**config.mk**
```make
export PLATFORM = sky130hd
export DESIGN_NAME = telecommand_frame_validator_top
export DESIGN_NICKNAME = d
export VERILOG_FILES = /design/src/tfv_pkg.sv /design/src/telecommand_frame_validator_top.sv
export SDC_FILE = /design/constraint.sdc
export NUM_CORES = 1
export LEC_CHECK = 0
export BUFFER_PORTS_ARGS = -buffer_cell sky130_fd_sc_hd__buf_4
export CAP_MARGIN = 30
export CORE_ASPECT_RATIO = 1.5
export CORE_MARGIN = 2
export CORE_UTILIZATION = 40
export CTS_CLUSTER_SIZE = 28
export DETAILED_ROUTE_END_ITERATION = 16
export MAX_ROUTING_LAYER = met4
export PLACE_DENSITY_LB_ADDON = 0.2
export SLEW_MARGIN = 20
export SYNTH_ARGS = -nofsm -noshare
export SYNTH_HDL_FRONTEND = slang
export SYNTH_SLANG_ARGS = --single-unit
```
**constraint.sdc**
```tcl
create_clock -name clk -period 3.8 [get_ports clk]
set_input_delay 0.19 -clock clk [delete_from_list [all_inputs] [get_ports clk]]
set_output_delay 0.19 -clock clk [all_outputs]
set_load 0.01 [all_outputs]
```
**src/tfv_pkg.sv**
```systemverilog
// Shared types, constants and helper functions for the telecommand frame validator.
// No dependencies; used by telecommand_frame_validator_top.
`timescale 1ns / 1ps

package tfv_pkg;

	// frame geometry
	localparam int MAX_FRAME = 64;
	localparam int MIN_FRAME = 4;
	localparam int OVERHEAD  = 4;
	localparam int CNT_W     = 7;  // holds MAX_FRAME + 1
	localparam int NUM_OPS   = 6;
	localparam int ROW_W     = 3;

	localparam logic [15:0] CRC_INIT = 16'hFFFF;
	localparam logic [15:0] CRC_POLY = 16'h1021;

	// verdict codes
	localparam logic [2:0] ST_OK       = 3'd0;
	localparam logic [2:0] ST_SHORT    = 3'd1;
	localparam logic [2:0] ST_LONG     = 3'd2;
	localparam logic [2:0] ST_MISMATCH = 3'd3;
	localparam logic [2:0] ST_CRC      = 3'd4;
	localparam logic [2:0] ST_OPCODE   = 3'd5;
	localparam logic [2:0] ST_PLEN     = 3'd6;
	localparam logic [2:0] ST_RANGE    = 3'd7;

	// register indexes
	localparam logic [2:0] REG_CODE_RESET  = 3'd0;
	localparam logic [2:0] REG_CODE_EXIT   = 3'd1;
	localparam logic [2:0] REG_CODE_SETCFG = 3'd2;
	localparam logic [2:0] REG_CODE_SEND   = 3'd3;
	localparam logic [2:0] REG_CODE_ACT    = 3'd4;
	localparam logic [2:0] REG_CODE_BEACON = 3'd5;
	localparam logic [2:0] REG_BEACON_MIN  = 3'd6;
	localparam logic [2:0] REG_BEACON_MAX  = 3'd7;

	localparam logic [ROW_W-1:0] BEACON_ROW = 3'd5;
	localparam logic [ROW_W-1:0] NO_ROW     = 3'd6;

	typedef struct packed {
		logic [7:0] frame_byte;
		logic       frame_end;
	} in_word_t;

	typedef struct packed {
		logic [2:0]  status;
		logic [7:0]  cmd_opcode;
		logic [5:0]  pay_len;
		logic [31:0] param_value;
		logic [31:0] accepted_count;
		logic [31:0] rejected_count;
		logic [31:0] crc_reject_count;
		logic [31:0] malformed_count;
		logic [31:0] opcode_reject_count;
		logic [31:0] range_reject_count;
	} out_word_t;

	// one byte of CRC-16/CCITT-FALSE, MSB first
	function automatic logic [15:0] crc_byte(input logic [15:0] crc, input logic [7:0] b);
		logic [15:0] c;
		c = crc ^ {b, 8'h00};
		for (int i = 0; i < 8; i++) begin
			if (c[15]) c = {c[14:0], 1'b0} ^ CRC_POLY;
			else c = {c[14:0], 1'b0};
		end
		return c;
	endfunction

	function automatic logic [7:0] pay_min(input logic [ROW_W-1:0] row);
		case (row)
			3'd2:    return 8'd1;
			3'd5:    return 8'd4;
			default: return 8'd0;
		endcase
	endfunction

	function automatic logic [7:0] pay_max(input logic [ROW_W-1:0] row);
		case (row)
			3'd2:    return 8'd32;
			3'd3:    return 8'd8;
			3'd5:    return 8'd4;
			default: return 8'd0;
		endcase
	endfunction

endpackage

```
**src/telecommand_frame_validator_top.sv**
```systemverilog
// Telecommand frame validator: byte-wide frame intake, CRC, length/opcode/parameter checks.
// Depends on tfv_pkg (types, codes, CRC step and payload bound tables).
//
// channel  | direction | handshake              | word
// ---------+-----------+------------------------+-------------------------------
// in       | input     | in_valid / in_ready    | tfv_pkg::in_word_t (byte, end)
// out      | output    | out_valid / out_ready  | tfv_pkg::out_word_t (verdict)
// apb      | input     | psel/penable/pwrite    | 8 registers at 4*i, 32-bit
//
// One byte per cycle while in_ready is high. A final byte is captured in the frame snapshot
// when it is accepted; the checks run combinationally from there and the verdict register
// loads once out_valid is low or out_ready is high. Non-final bytes give no word. Reset
// clears frame state, counters and the config to defaults. in_ready drops only while a
// finished frame waits in the check stage behind a stalled verdict register.
`timescale 1ns / 1ps

module telecommand_frame_validator_top (
	input  logic               clk,
	input  logic               arst_n,
	input  logic               in_valid,
	output logic               in_ready,
	input  tfv_pkg::in_word_t  in_data,
	output logic               out_valid,
	input  logic               out_ready,
	output tfv_pkg::out_word_t out_data,
	input  logic               psel,
	input  logic               penable,
	input  logic               pwrite,
	input  logic [4:0]         paddr,
	input  logic [31:0]        pwdata,
	output logic [31:0]        prdata,
	output logic               pready
);

	// configuration
	logic [7:0]  op_code_q [tfv_pkg::NUM_OPS];
	logic [31:0] beacon_min_q, beacon_max_q;
	logic        cfg_wr;
	logic [2:0]  cfg_idx;

	// frame state
	logic [15:0]              crc_q;
	logic [tfv_pkg::CNT_W-1:0] cnt_q;
	logic [7:0]               opcode_q, len_q, d0_q, d1_q;
	logic [31:0]              pshift_q;

	// completed frame
	logic                     valid_s1;
	logic [15:0]              crc_s1;
	logic [tfv_pkg::CNT_W-1:0] cnt_s1;
	logic [7:0]               opcode_s1, len_s1, d0_s1, d1_s1;
	logic [31:0]              pshift_s1;

	// verdict and counters
	logic        out_valid_q;
	logic [2:0]  status_q;
	logic [7:0]  opcode_q2;
	logic [5:0]  plen_q;
	logic [31:0] pval_q;
	logic [31:0] acc_q, rej_q, crcr_q, mal_q, opc_q, rng_q;

	logic in_fire, out_free, adv;

	// next frame state
	logic [15:0]              crc_nx;
	logic [tfv_pkg::CNT_W-1:0] cnt_nx;
	logic [7:0]               opcode_nx, len_nx;
	logic [31:0]              pshift_nx;

	// check stage
	logic [2:0]                status_c;
	logic [tfv_pkg::ROW_W-1:0] row_c;
	logic [31:0]               pval_c;

	assign out_free = !out_valid_q || out_ready;
	assign adv      = valid_s1 && out_free;
	assign in_ready = !valid_s1 || out_free;
	assign in_fire  = in_valid && in_ready;

	// ---------------- configuration port ----------------
	assign pready  = 1'b1;
	assign cfg_idx = paddr[4:2];
	assign cfg_wr  = psel && penable && pwrite;

	always_comb begin
		unique case (cfg_idx)
			tfv_pkg::REG_CODE_RESET:  prdata = {24'd0, op_code_q[0]};
			tfv_pkg::REG_CODE_EXIT:   prdata = {24'd0, op_code_q[1]};
			tfv_pkg::REG_CODE_SETCFG: prdata = {24'd0, op_code_q[2]};
			tfv_pkg::REG_CODE_SEND:   prdata = {24'd0, op_code_q[3]};
			tfv_pkg::REG_CODE_ACT:    prdata = {24'd0, op_code_q[4]};
			tfv_pkg::REG_CODE_BEACON: prdata = {24'd0, op_code_q[5]};
			tfv_pkg::REG_BEACON_MIN:  prdata = beacon_min_q;
			tfv_pkg::REG_BEACON_MAX:  prdata = beacon_max_q;
			default:                  prdata = 32'd0;
		endcase
	end

	always_ff @(posedge clk or negedge arst_n) begin
		if (!arst_n) begin
			for (int i = 0; i < tfv_pkg::NUM_OPS; i++) op_code_q[i] <= 8'(i + 1);
			beacon_min_q <= 32'd1000;
			beacon_max_q <= 32'd3600000;
		end else if (cfg_wr) begin
			unique case (cfg_idx)
				tfv_pkg::REG_CODE_RESET:  op_code_q[0] <= pwdata[7:0];
				tfv_pkg::REG_CODE_EXIT:   op_code_q[1] <= pwdata[7:0];
				tfv_pkg::REG_CODE_SETCFG: op_code_q[2] <= pwdata[7:0];
				tfv_pkg::REG_CODE_SEND:   op_code_q[3] <= pwdata[7:0];
				tfv_pkg::REG_CODE_ACT:    op_code_q[4] <= pwdata[7:0];
				tfv_pkg::REG_CODE_BEACON: op_code_q[5] <= pwdata[7:0];
				tfv_pkg::REG_BEACON_MIN:  beacon_min_q <= pwdata;
				tfv_pkg::REG_BEACON_MAX:  beacon_max_q <= pwdata;
				default: ;
			endcase
		end
	end

	// ---------------- byte intake ----------------
	// CRC lags the stream by two bytes so the trailer never enters it
	always_comb begin
		crc_nx    = (cnt_q >= tfv_pkg::CNT_W'(2)) ? tfv_pkg::crc_byte(crc_q, d0_q) : crc_q;
		opcode_nx = (cnt_q == '0) ? in_data.frame_byte : opcode_q;
		len_nx    = (cnt_q == tfv_pkg::CNT_W'(1)) ? in_data.frame_byte : len_q;
		pshift_nx = (cnt_q >= tfv_pkg::CNT_W'(2) && cnt_q <= tfv_pkg::CNT_W'(5)) ?
			{pshift_q[23:0], in_data.frame_byte} : pshift_q;
		cnt_nx    = (cnt_q <= tfv_pkg::CNT_W'(tfv_pkg::MAX_FRAME)) ?
			cnt_q + tfv_pkg::CNT_W'(1) : cnt_q;
	end

	always_ff @(posedge clk or negedge arst_n) begin
		if (!arst_n) begin
			crc_q    <= tfv_pkg::CRC_INIT;
			cnt_q    <= '0;
			opcode_q <= '0;
			len_q    <= '0;
			d0_q     <= '0;
			d1_q     <= '0;
			pshift_q <= '0;
		end else if (in_fire) begin
			if (in_data.frame_end) begin
				crc_q    <= tfv_pkg::CRC_INIT;
				cnt_q    <= '0;
				opcode_q <= '0;
				len_q    <= '0;
				d0_q     <= '0;
				d1_q     <= '0;
				pshift_q <= '0;
			end else begin
				crc_q    <= crc_nx;
				cnt_q    <= cnt_nx;
				opcode_q <= opcode_nx;
				len_q    <= len_nx;
				d0_q     <= d1_q;
				d1_q     <= in_data.frame_byte;
				pshift_q <= pshift_nx;
			end
		end
	end

	// snapshot of a finished frame
	always_ff @(posedge clk or negedge arst_n) begin
		if (!arst_n) begin
			valid_s1 <= 1'b0;
		end else if (in_fire && in_data.frame_end) begin
			valid_s1 <= 1'b1;
		end else if (adv) begin
			valid_s1 <= 1'b0;
		end
	end

	always_ff @(posedge clk) begin
		if (in_fire && in_data.frame_end) begin
			crc_s1    <= crc_nx;
			cnt_s1    <= cnt_nx;
			opcode_s1 <= opcode_nx;
			len_s1    <= len_nx;
			d0_s1     <= d1_q;
			d1_s1     <= in_data.frame_byte;
			pshift_s1 <= pshift_nx;
		end
	end

	// ---------------- checks ----------------
	always_comb begin
		row_c = tfv_pkg::NO_ROW;
		for (int i = tfv_pkg::NUM_OPS - 1; i >= 0; i--) begin
			if (op_code_q[i] == opcode_s1) row_c = tfv_pkg::ROW_W'(i);
		end
	end

	always_comb begin
		status_c = tfv_pkg::ST_OK;
		pval_c   = '0;
		if (cnt_s1 < tfv_pkg::CNT_W'(tfv_pkg::MIN_FRAME)) begin
			status_c = tfv_pkg::ST_SHORT;
		end else if (cnt_s1 > tfv_pkg::CNT_W'(tfv_pkg::MAX_FRAME)) begin
			status_c = tfv_pkg::ST_LONG;
		end else if (len_s1 > 8'(tfv_pkg::MAX_FRAME - tfv_pkg::OVERHEAD)) begin
			status_c = tfv_pkg::ST_LONG;
		end else if ({1'b0, len_s1} + 9'(tfv_pkg::OVERHEAD) != {2'b00, cnt_s1}) begin
			status_c = tfv_pkg::ST_MISMATCH;
		end else if (crc_s1 != {d0_s1, d1_s1}) begin
			status_c = tfv_pkg::ST_CRC;
		end else if (row_c == tfv_pkg::NO_ROW) begin
			status_c = tfv_pkg::ST_OPCODE;
		end else if (len_s1 < tfv_pkg::pay_min(row_c) || len_s1 > tfv_pkg::pay_max(row_c)) begin
			status_c = tfv_pkg::ST_PLEN;
		end else if (row_c == tfv_pkg::BEACON_ROW) begin
			pval_c = pshift_s1;
			// zero means "keep current interval" and is always allowed
			if (pshift_s1 != 32'd0 &&
				(pshift_s1 < beacon_min_q || pshift_s1 > beacon_max_q))
				status_c = tfv_pkg::ST_RANGE;
		end
	end

	// ---------------- verdict register and counters ----------------
	always_ff @(posedge clk or negedge arst_n) begin
		if (!arst_n) begin
			out_valid_q <= 1'b0;
			acc_q       <= '0;
			rej_q       <= '0;
			crcr_q      <= '0;
			mal_q       <= '0;
			opc_q       <= '0;
			rng_q       <= '0;
		end else begin
			if (adv) out_valid_q <= 1'b1;
			else if (out_ready) out_valid_q <= 1'b0;
			if (adv) begin
				case (status_c) inside
					tfv_pkg::ST_OK:     acc_q <= acc_q + 32'd1;
					tfv_pkg::ST_CRC:    crcr_q <= crcr_q + 32'd1;
					tfv_pkg::ST_OPCODE: opc_q <= opc_q + 32'd1;
					tfv_pkg::ST_PLEN, tfv_pkg::ST_RANGE: rng_q <= rng_q + 32'd1;
					default:            mal_q <= mal_q + 32'd1;
				endcase
				if (status_c != tfv_pkg::ST_OK) rej_q <= rej_q + 32'd1;
			end
		end
	end

	always_ff @(posedge clk) begin
		if (adv) begin
			status_q  <= status_c;
			opcode_q2 <= opcode_s1;
			plen_q    <= (status_c == tfv_pkg::ST_OK) ? len_s1[5:0] : 6'd0;
			pval_q    <= pval_c;
		end
	end

	assign out_valid                    = out_valid_q;
	assign out_data.status              = status_q;
	assign out_data.cmd_opcode          = opcode_q2;
	assign out_data.pay_len             = plen_q;
	assign out_data.param_value         = pval_q;
	assign out_data.accepted_count      = acc_q;
	assign out_data.rejected_count      = rej_q;
	assign out_data.crc_reject_count    = crcr_q;
	assign out_data.malformed_count     = mal_q;
	assign out_data.opcode_reject_count = opc_q;
	assign out_data.range_reject_count  = rng_q;

`ifndef NO_ASSERTIONS
	a_cnt_bound: assert property (@(posedge clk) disable iff (!arst_n)
		cnt_q <= tfv_pkg::CNT_W'(tfv_pkg::MAX_FRAME + 1))
		else $error("byte count past saturation");

	a_frame_clear: assert property (@(posedge clk) disable iff (!arst_n)
		(in_fire && in_data.frame_end) |=> (cnt_q == '0 && crc_q == tfv_pkg::CRC_INIT))
		else $error("frame state not cleared after final byte");

	a_one_count: assert property (@(posedge clk) disable iff (!arst_n)
		adv |=> (32'(acc_q + rej_q) == 32'($past(acc_q) + $past(rej_q) + 32'd1)))
		else $error("verdict did not bump exactly one of accepted/rejected");

	a_plen_zero: assert property (@(posedge clk) disable iff (!arst_n)
		(out_valid_q && status_q != tfv_pkg::ST_OK) |-> plen_q == 6'd0)
		else $error("payload length reported on a rejected frame");

	a_no_overrun: assert property (@(posedge clk) disable iff (!arst_n)
		(valid_s1 && !out_free) |-> !in_ready)
		else $error("intake open while finished frame is blocked");
`endif

endmodule

```
==> summary.md <==
| Metric | Value |
|---|---|
| Clock Sinks | 529 |
| First-pass GRT wire length | 114000 µm |
| Fill cells | 5385 |
| Most common cell after layout, fill and taps aside | buf_4 |
| Drt drc | 0 |
| RD Place Congestion | 0.867 |
| IO Pins | 329 |
| Post-synth EDFFs | 136 |
| Min Tclk post-route | 3.96 ns |
| Die height | 312 µm |
| Dominant synthesized flop cell | dfrtp_1 |
| Clk buf depth | 3 |
| Die area | 0.0653 mm² |
| Synth cell types | 71 |
| Clk Latency, worst-skew pair | 0.63 ns |
| Commonest non-fill, non-tap cells in the layout | buf_4, dfrtp_1, nand2_1, xnor2_1, edfxtp_1 |
| Root Buffer | clkbuf_16 |
| Yosys warns | 0 |
| Floorplan row count | 112 |
| Initial Util | 40.6% |
| Critical path data required time | 4.33 ns |
| Layout cells sized above 1 | 31.0% |
| Largest net degree at the start of global routing | 127 |
| Tightest Pin Transition | 1.04 ns |
| Worst hold path class | input port to async pin |
| Setup Viol. Count Final | 110 |
| Via Count | 18700 |
| Core Area | 0.0624 mm² |
| Total Routed Length | 73700 µm |
| CP Launch Type | flop |
| GR Overflow Total | 0 |
| Post-Synthesis Cells | 2194 |
| Final hold viol count | 0 |
| Total Routing Usage GR | 23.0% |
| FF+latch count, synth | 529 |
| Synth top area share | 34.7% |
| Pwr/cell area | 465 mW/mm² |
| Area Growth Syn to Fin | 30.6% |
| Average size of a mapped cell | 11.5 µm² |
| Total power | 15300 µW |
| Sequential cell area | 0.0140 mm² |
| Hpwl dp | 51800 µm |
| TritonCTS clock tree | done |
| Via/cell ratio | 5.32 |
| Yosys top cell by area | dfrtp_1 |
| TritonRoute pass-1 iters | 5 |
| Worst-path clk slew | 0.06 ns |
| Max-cap violations | 0 |
| Leak pwr | 0.0153 µW |
| Initial drt markers | 1214 |
| PnR worst setup slack | -0.159 ns |
| Slew Limit Fails | 0 |
| Syn Nets | 2325 |
| Initial antenna violation count | 0 |
| RSZ-0062 raised after global routing | true |
| Area of the multi-input gates | 0.0114 mm² |
| Slew headroom | 30.4% |
| VDD IR max | 0.403 mV |
| Crit Path Max Fanout | 16 |
| Pre-CTS setup slack | -0.332 ns |
| Cell Area, Synth | 0.0253 mm² |
| CP Data Arrival Time | 4.48 ns |
| Fmax | 253 MHz |
| Critical path class | flop to flop |
| Skew final | 0.0362 ns |
| Vias in the first global route | 19300 |
| CTS Buf Count | 54 |
| Outcome | finished with violations |
| Failing checks | setup timing |
| Fin nets | 2803 |
| CTS H-tree depth | 2 |
| Drt wl/cell | 20.9 µm |
| Share of synthesized flip-flops with an asynchronous set or reset | 74.3% |
| Port Buf Inserts | 325 |
| CP Capture Type | flop |
| Fin crit share | 104% |
| Sequential share of the synthesized area | 55.2% |
| Top cells by area, synth | dfrtp_1, edfxtp_1, xnor2_1 |
| Detail Route Antenna Nets | 0 |
| Die X | 209 µm |
==> metrics by stage <==
stage	hold WS (ns)	std cells	utilization, %	area [µm²]	TNS (ns)
after floorplan	-0.106	2194	-	25300	-0.0425
after global placement	0.405	3333	47.0	29300	-26.04
after detailed placement	0.407	3334	47.1	29400	-25.13
after CTS	0.0994	3506	52.5	32700	-8.09
after global routing	0.145	3516	53.0	33000	-33.39
final	0.115	3517	53.0	33000	-7.23
==> state kept, by name, summed over array words and instances, names as in the netlist, 16 cells and up <==
signal / cells
acc_q: 32
beacon_max_q: 32
beacon_min_q: 32
crc_q: 16
crc_s1: 16
crcr_q: 32
mal_q: 32
op_code_q: 48
opc_q: 32
pshift_q: 32
pshift_s1: 32
pval_q: 32
rej_q: 32
rng_q: 32
==> cell type report <==
type	instances	area share, %
flip-flops and latches	529	42.3
repair buffers	512	13.5
inverters	94	1.07
clock inverters	23	0.811
clock buffers	79	4.65
well taps	798	3.02
multi-input cells	1481	34.6
diodes	1	0.00758
==> routing by layer <==
metal / vias to the layer above / share of wire (%) / GRT usage [%]
li1: 8732 / - / -
met1: 9326 / 38 / 25.8
met2: 492 / 53 / 40.7
met3: 143 / 4.5 / 3.43
met4: 0 / 4.5 / 9.43
met5: - / 0 / -
==> logic make-up after synthesis <==
group / count (synthesis) / synth area share [%]
AO/OA/AOI/OAI: 269 / 7.08
XOR/XNOR: 285 / 9.87
adder cells (fa/ha/maj): 78 / 3.86
buffers and inverters: 184 / 2.91
flip-flops: 529 / 55.2
multiplexers: 126 / 6.03
other: 1 / 0.0148
AND/OR/NAND/NOR: 722 / 15.0
==> worst paths after layout <==
kind / startpoint / end / slack, ns / depth (start not counted)
setup / recovery: opcode_s1[0]$_DFFE_PP_ / rng_q[20]$_DFFE_PN0P_ / -0.16 / 18
hold / removal: arst_n / acc_q[31]$_DFFE_PN0P_ / 0.12 / 2
setup reg to reg: opcode_s1[0]$_DFFE_PP_ / rng_q[20]$_DFFE_PN0P_ / -0.16 / 18
hold reg to reg: mal_q[31]$_DFFE_PN0P_ / mal_q[31]$_DFFE_PN0P_ / 0.47 / 1
max in group asynchronous: arst_n / opc_q[28]$_DFFE_PN0P_ / 2.45 / 4
min in group clk: penable / beacon_max_q[7]$_DFFE_PN1P_ / 0.14 / 5
==> critical path, stage by stage (launching register included) <==
cell and delay [ns]:
edfxtp_1 0.51, xor2_2 0.19, nor4_2 0.07, and2_1 0.17, or4_4 0.56, nor2_4 0.11
inv_2 0.05, ha_4 0.14, or4_4 0.41, o21a_1 0.21, nand2_2 0.12, buf_6 0.12
buf_6 0.09, nor2_4 0.04, a2111o_1 0.40, buf_12 0.19, buf_4 0.15, nor4_4 0.14
xor2_1 0.16
==> report_power, final <==
part	internal [µW]	switching, µW
clock	3100	2340
combinational	1340	1490
sequential	6560	514
total	11000	4350
==> synth_stat cells, types with 26 or more instances <==
| cell | number |
|---|---|
| dfrtp_1 | 351 |
| nand2_1 | 229 |
| xnor2_1 | 178 |
| edfxtp_1 | 136 |
| o21ai_0 | 114 |
| mux2_2 | 112 |
| xor2_1 | 107 |
| inv_1 | 94 |
| nand3_1 | 83 |
| ha_1 | 78 |
| nand4_1 | 75 |
| clkbuf_1 | 69 |
| nor2_1 | 65 |
| and3_1 | 58 |
| and2_1 | 54 |
| a22o_1 | 52 |
| dfstp_2 | 42 |
| nor3_1 | 42 |
| a21oi_1 | 28 |
| nor4_1 | 26 |
==> what timing repair did <==
action	CTS	global route
endpoints found under the hold margin	256	0
endpoints found under the setup margin	163	165
gates resized for setup	147	31
pin swaps	74	50
hold buffers	44	0
cloned	13	1
setup buffers	14	7
Note: power is estimated with default switching activity, not from simulation.
